<file path="config.mk">
export PLATFORM = sky130hd
export DESIGN_NAME = phc_mul
export DESIGN_NICKNAME = d
export VERILOG_FILES = /design/src/rtl/core/phc_pkg.sv /design/src/rtl/core/phc_mul.sv
export SDC_FILE = /design/constraint.sdc
export NUM_CORES = 2
export LEC_CHECK = 0
export ABC_AREA = 0
export BUFFER_PORTS_ARGS = -buffer_cell sky130_fd_sc_hd__buf_4
export CELL_PAD_IN_SITES_DETAIL_PLACEMENT = 0
export CELL_PAD_IN_SITES_GLOBAL_PLACEMENT = 1
export CORE_UTILIZATION = 47
export CTS_CLUSTER_SIZE = 10
export DETAILED_ROUTE_END_ITERATION = 16
export GPL_ROUTABILITY_DRIVEN = 1
export MAX_ROUTING_LAYER = met4
export PLACE_DENSITY = 0.79
export SYNTH_ARGS = -nofsm -noshare
export SYNTH_HDL_FRONTEND = slang
export SYNTH_SLANG_ARGS = --single-unit
export TNS_END_PERCENT = 100
</file>
<file path="constraint.sdc">
create_clock -name i_clk -period 8.45 [get_ports i_clk]
set_clock_uncertainty 0.15 [all_clocks]
set_input_delay 1.69 -clock i_clk [delete_from_list [all_inputs] [get_ports i_clk]]
set_output_delay 1.69 -clock i_clk [all_outputs]
set_load 0.05 [all_outputs]
</file>
<file path="src/rtl/core/phc_pkg.sv">
`timescale 1ns / 1ps

package phc_pkg;

    // Fixed point layout
    localparam int TEMP_FRAC_BITS   = 8;
    localparam int SCALE_BITS       = 20 + TEMP_FRAC_BITS;   // controller output, 2^-SCALE_BITS %
    localparam int GAIN_ALIGN_SHIFT = 8;                     // integrator and P/D terms in 1/256

    // Field widths
    localparam int FUNC_W     = 3;
    localparam int MODE_W     = 3;
    localparam int SP_W       = 6;
    localparam int TEMP_W     = 17;
    localparam int ERRF_W     = 20;
    localparam int ERR_W      = 18;
    localparam int DERR_W     = 19;
    localparam int INTEG_W    = 16;
    localparam int INTEG_SUM_W = 26;
    localparam int INC_W      = 25;
    localparam int GAIN_W     = 16;
    localparam int DUTY_W     = 14;
    localparam int PCT_W      = 7;
    localparam int STEP_W     = 2;
    localparam int CFG_IDX_W  = 3;
    localparam int CFG_DATA_W = 17;

    // Shared multiplier and datapath widths
    localparam int MUL_W  = 27;
    localparam int PROD_W = 2 * MUL_W;
    localparam int ACC_W  = 46;
    localparam int MAG_W  = SCALE_BITS + PCT_W;
    localparam int SUM_W  = MAG_W + DUTY_W;
    localparam int V_W    = PCT_W + DUTY_W;
    localparam int DSR_W  = DUTY_W + PCT_W - 1;

    // Error saturation and integrator clamp
    localparam int ERR_MAXV    = 2 ** (ERR_W - 1) - 1;
    localparam int ERR_MINV    = -(2 ** (ERR_W - 1));
    localparam int INTEG_LIMIT = 25600;
    localparam int INC_BIAS    = 5 * (2 ** TEMP_FRAC_BITS);

    // Floor divide by ten: offset to positive, multiply by reciprocal
    localparam int DIV10_SHIFT = 27;
    localparam int DIV10_K     = 13421773;
    localparam int DIV10_Q_W   = 24;
    localparam int DIV10_OFS_Q = 2 ** 22;
    localparam int DIV10_OFS   = 10 * DIV10_OFS_Q;

    // Divide by one hundred by reciprocal
    localparam int DIV100_SHIFT = 28;
    localparam int DIV100_K     = 2684355;

    // Percent scale
    localparam int     PCT_FULL     = 100;
    localparam int     DEADBAND_PCT = 2;
    localparam longint PCT_UNIT     = 64'sd1 <<< SCALE_BITS;

    // Setpoint range and manual levels
    localparam logic [SP_W-1:0]   SP_MIN   = 6'd10;
    localparam logic [SP_W-1:0]   SP_MAX   = 6'd50;
    localparam logic [SP_W-1:0]   SP_RESET = 6'd25;
    localparam logic [DUTY_W-1:0] HEAT_L1  = 14'd3000;
    localparam logic [DUTY_W-1:0] HEAT_L2  = 14'd5500;
    localparam logic [PCT_W-1:0]  FAN_T1   = 7'd33;
    localparam logic [PCT_W-1:0]  FAN_T2   = 7'd66;
    localparam logic [PCT_W-1:0]  FAN_T3   = 7'd100;

    // Event codes
    localparam logic [FUNC_W-1:0] FUNC_TICK   = 3'd0;
    localparam logic [FUNC_W-1:0] FUNC_SAMPLE = 3'd1;
    localparam logic [FUNC_W-1:0] FUNC_MENU   = 3'd2;
    localparam logic [FUNC_W-1:0] FUNC_UP     = 3'd3;
    localparam logic [FUNC_W-1:0] FUNC_DOWN   = 3'd4;

    // Register indexes
    localparam logic [CFG_IDX_W-1:0] CFG_PROP_GAIN  = 3'd0;
    localparam logic [CFG_IDX_W-1:0] CFG_INTEG_GAIN = 3'd1;
    localparam logic [CFG_IDX_W-1:0] CFG_DERIV_GAIN = 3'd2;
    localparam logic [CFG_IDX_W-1:0] CFG_FAN1_MIN   = 3'd3;
    localparam logic [CFG_IDX_W-1:0] CFG_FAN2_MIN   = 3'd4;
    localparam logic [CFG_IDX_W-1:0] CFG_FULL_DUTY  = 3'd5;
    localparam logic [CFG_IDX_W-1:0] CFG_TEMP_LOW   = 3'd6;
    localparam logic [CFG_IDX_W-1:0] CFG_TEMP_HIGH  = 3'd7;

    // Register reset values
    localparam logic [GAIN_W-1:0]        KP_RESET    = 16'd20480;
    localparam logic [GAIN_W-1:0]        KI_RESET    = 16'd4096;
    localparam logic [GAIN_W-1:0]        KD_RESET    = 16'd41;
    localparam logic [DUTY_W-1:0]        FAN1_RESET  = 14'd2500;
    localparam logic [DUTY_W-1:0]        FAN2_RESET  = 14'd5200;
    localparam logic [DUTY_W-1:0]        FULL_RESET  = 14'd8399;
    localparam logic signed [TEMP_W-1:0] TLOW_RESET  = -17'sd1280;
    localparam logic signed [TEMP_W-1:0] THIGH_RESET = 17'sd21760;

    typedef enum logic [MODE_W-1:0] {
        MODE_IDLE = 3'd0,
        MODE_SET  = 3'd1,
        MODE_PID  = 3'd2,
        MODE_MAN  = 3'd3,
        MODE_ERR  = 3'd4
    } t_mode;

    typedef struct packed {
        logic [MODE_W-1:0] mode;
        logic [SP_W-1:0]   setpoint_deg;
        logic [DUTY_W-1:0] first_fan_duty;
        logic [DUTY_W-1:0] second_fan_duty;
        logic [DUTY_W-1:0] heater_duty;
        logic [PCT_W-1:0]  fan_percent;
        logic [PCT_W-1:0]  heater_percent;
        logic [STEP_W-1:0] manual_fan_step;
        logic [STEP_W-1:0] manual_heat_step;
    } t_result;

    // Manual fan level to percent
    function automatic logic [PCT_W-1:0] fan_target(input logic [STEP_W-1:0] step);
        case (step)
            2'd1:    return FAN_T1;
            2'd2:    return FAN_T2;
            2'd3:    return FAN_T3;
            default: return '0;
        endcase
    endfunction

endpackage

</file>
<file path="src/rtl/core/phc_mul.sv">
`timescale 1ns / 1ps

// Shared signed multiplier, product registered
module phc_mul import phc_pkg::*; (
    input  logic                     i_clk,
    input  logic signed [MUL_W-1:0]  i_a,
    input  logic signed [MUL_W-1:0]  i_b,
    output logic signed [PROD_W-1:0] o_prod
);

    logic signed [PROD_W-1:0] r_prod;

    always_ff @(posedge i_clk) begin
        r_prod <= i_a * i_b;
    end

    assign o_prod = r_prod;

endmodule

</file>
==> run_results.csv <==
group,metric,value,unit
yosys,async_flop_share,0,%
timing,rsz0062_at_grt,"no",
yosys,ys_ff_latch,54,
cells_and_area,largest_reg_flops,54,
clocking,clockBufferDepth,2,
timing,maxSlewHeadroom,63.60,%
cells_and_area,area_delta_synth_final,10.84,%
min_path,hold_class,"in -> reg",
die,die_h,244.5,µm
die,die_area,59770,µm²
timing,drv_slew,0,
yosys,synth_nets,3943,
cells_and_area,layout_commonest_cell,"inv_1",
yosys,synth_top_cell_by_area,"fa_1",
grt,grt_pass1_wl,116.3,mm
cells_and_area,post-route-util,52.88,%
clocking,cts_buffers,5,
detailed_routing,wl,71.64,mm
timing,tightest_slew,542.1,ps
detailed_routing,first_iter_violations,836,
die,initial_core_util,47.71,%
yosys,seq_area_frac_synth,3.912,%
placed_design,dp_slack,-307.5,ps
yosys,ys.flop_type,"dfxtp_1",
yosys,synth_top_family_by_area,"adder cells",
yosys,synth_adder_area_share,62.29,%
cells_and_area,mostFrequentLayoutCells,"inv_1 (822), fa_1 (754), nand2_1 (420), buf_4 (317), and2_1 (298)",
die,rows,88,
clocking,h-tree-depth,2,
placed_design,place_congestion,0.9194,
grt,grt_pass1_vias,22148,
placed_design,port_buffers,108,
critical_path,critPathKind,"in -> reg",
placed_design,dp_hpwl,64.84,mm
grt,overflow,0,
cells_and_area,nets,4125,
detailed_routing,vias,19703,
yosys,synth_edf_count,0,
critical_path,cp_data_arrival_time,8320,ps
timing,timing.final.ws_setup,219.8,ps
yosys,synthSimpleGateAreaFrac,14.33,%
grt,antenna_found_initial,3,
timing,hold_viol,0,
detailed_routing,wl_per_cell,18.28,µm
yosys,synth.area.top_cells,"fa_1 (55%), inv_1 (11%), ha_1 (7.2%)",
status,run_status,"finished, final reports clean",
clocking,cts-root-buf,"clkbuf_16",
yosys,syn_inst,2969,
cells_and_area,drive_above_1_share,11.68,%
critical_path,path_max_fanout,9,
clocking,numClockSinks,54,
yosys,synth_area,27630,µm²
timing,fin_crit_sh,97.40,%
die,core_area,57920,µm²
grt,grt_max_degree,28,
yosys,synth_area_per_cell,9.307,µm²
detailed_routing,dr.pass1.iters,5,
yosys,synth_xor_area_share,1.807,%
yosys,ys_types,65,
critical_path,cp-end-kind,"register",
yosys,synth_top_area_share,55.13,%
timing,fin_crit,8230,ps
critical_path,startpoint_type,"input port",
yosys,ys.warnings.count,0,
yosys,synth_compound_gate_area_share,4.274,%
clocking,tritoncts,"built",
grt,grt_usage,26.08,%
detailed_routing,drc,0,
detailed_routing,ant_nets,0,
yosys,yosys-mux-area-fraction,0,%
timing,tns,0,ps
critical_path,critical_path_required,8540,ps
detailed_routing,via_per_inst,5.028,
die,die_x,244.5,µm
run,max_cap_violations,0,
die,ios,109,
clocking,clkTransAtPathRegs,80,ps
timing,max_freq,0.1215,GHz
timing,setup_viol,0,
## cell usage after synthesis (all sizes together) (18+ instances only)
cell / number
inv: 822
fa: 761
nand2: 421
and2: 299
ha: 158
clkbuf: 138
dfxtp: 54
a21o: 44
xnor2: 43
nor2: 42
a21oi: 38
o21ai: 18
## path summary, 6_finish.rpt
path                  startpoint          to  slack (ps)  depth (start not counted)
worst max-delay path     i_a[11]  o_prod[46]         220                         23
worst min-delay path      i_b[0]   o_prod[0]        1820                          3
## layout make-up
cell class	count	area (µm²)
well taps	765	957.2
repair buffers	321	2451
multi-input cells	1947	22890
clock inverters	3	28.78
fillers	5410	27290
flip-flops and latches	54	1081
diodes	2	5.005
inverters	822	3085
clock buffers	5	125.1
## cell families (layout without fill, tap and decap cells)
family                     after synthesis  count (layout)
and+or+nand+nor                        816             816
buffers and inverters                  968            1151
AOI/OAI and AO/OA                      155             155
DFF                                     54              54
adders and majority gates              919             919
other                                    0               2
xor gates and xnor gates                57              57
## critical path, cell delays in order
cell,delay (ps)
buf_4,170
buf_4,230
nand2_1,90
fa_1,520
inv_1,60
fa_1,490
fa_1,530
fa_1,550
fa_1,580
fa_1,510
inv_1,50
fa_1,470
inv_1,40
ha_1,320
and3_1,220
and4_1,210
o2bb2ai_1,150
a311oi_4,320
o211ai_4,150
o41ai_4,420
o21ai_2,140
a31oi_2,220
xnor2_1,160
## metal layers
layer  GRT usage [%]  wire length (µm)
met5               -                 0
met4           10.00              3240
met3           2.425              2120
met2           48.68             40270
met1           28.46             26010
## metrics by stage
stage,hold slack (ps),instance area [µm²],std cells
finish,1824,30630,3919
global route,1823,30630,3919
CTS,1806,30560,3915
detailed placement,1992,30410,3907
global placement,1994,30410,3907
floorplan,1792,27640,2969
## timing repair
item	4_1_cts	5_1_grt
hold buffers	0	0
buffers inserted	0	2
gates resized for setup	0	16
endpoints found under the setup margin	0	10
Power is left out: the tool's default activity adds up to more than one toggle a clock period on the data nets, which glitch-free logic cannot reach.
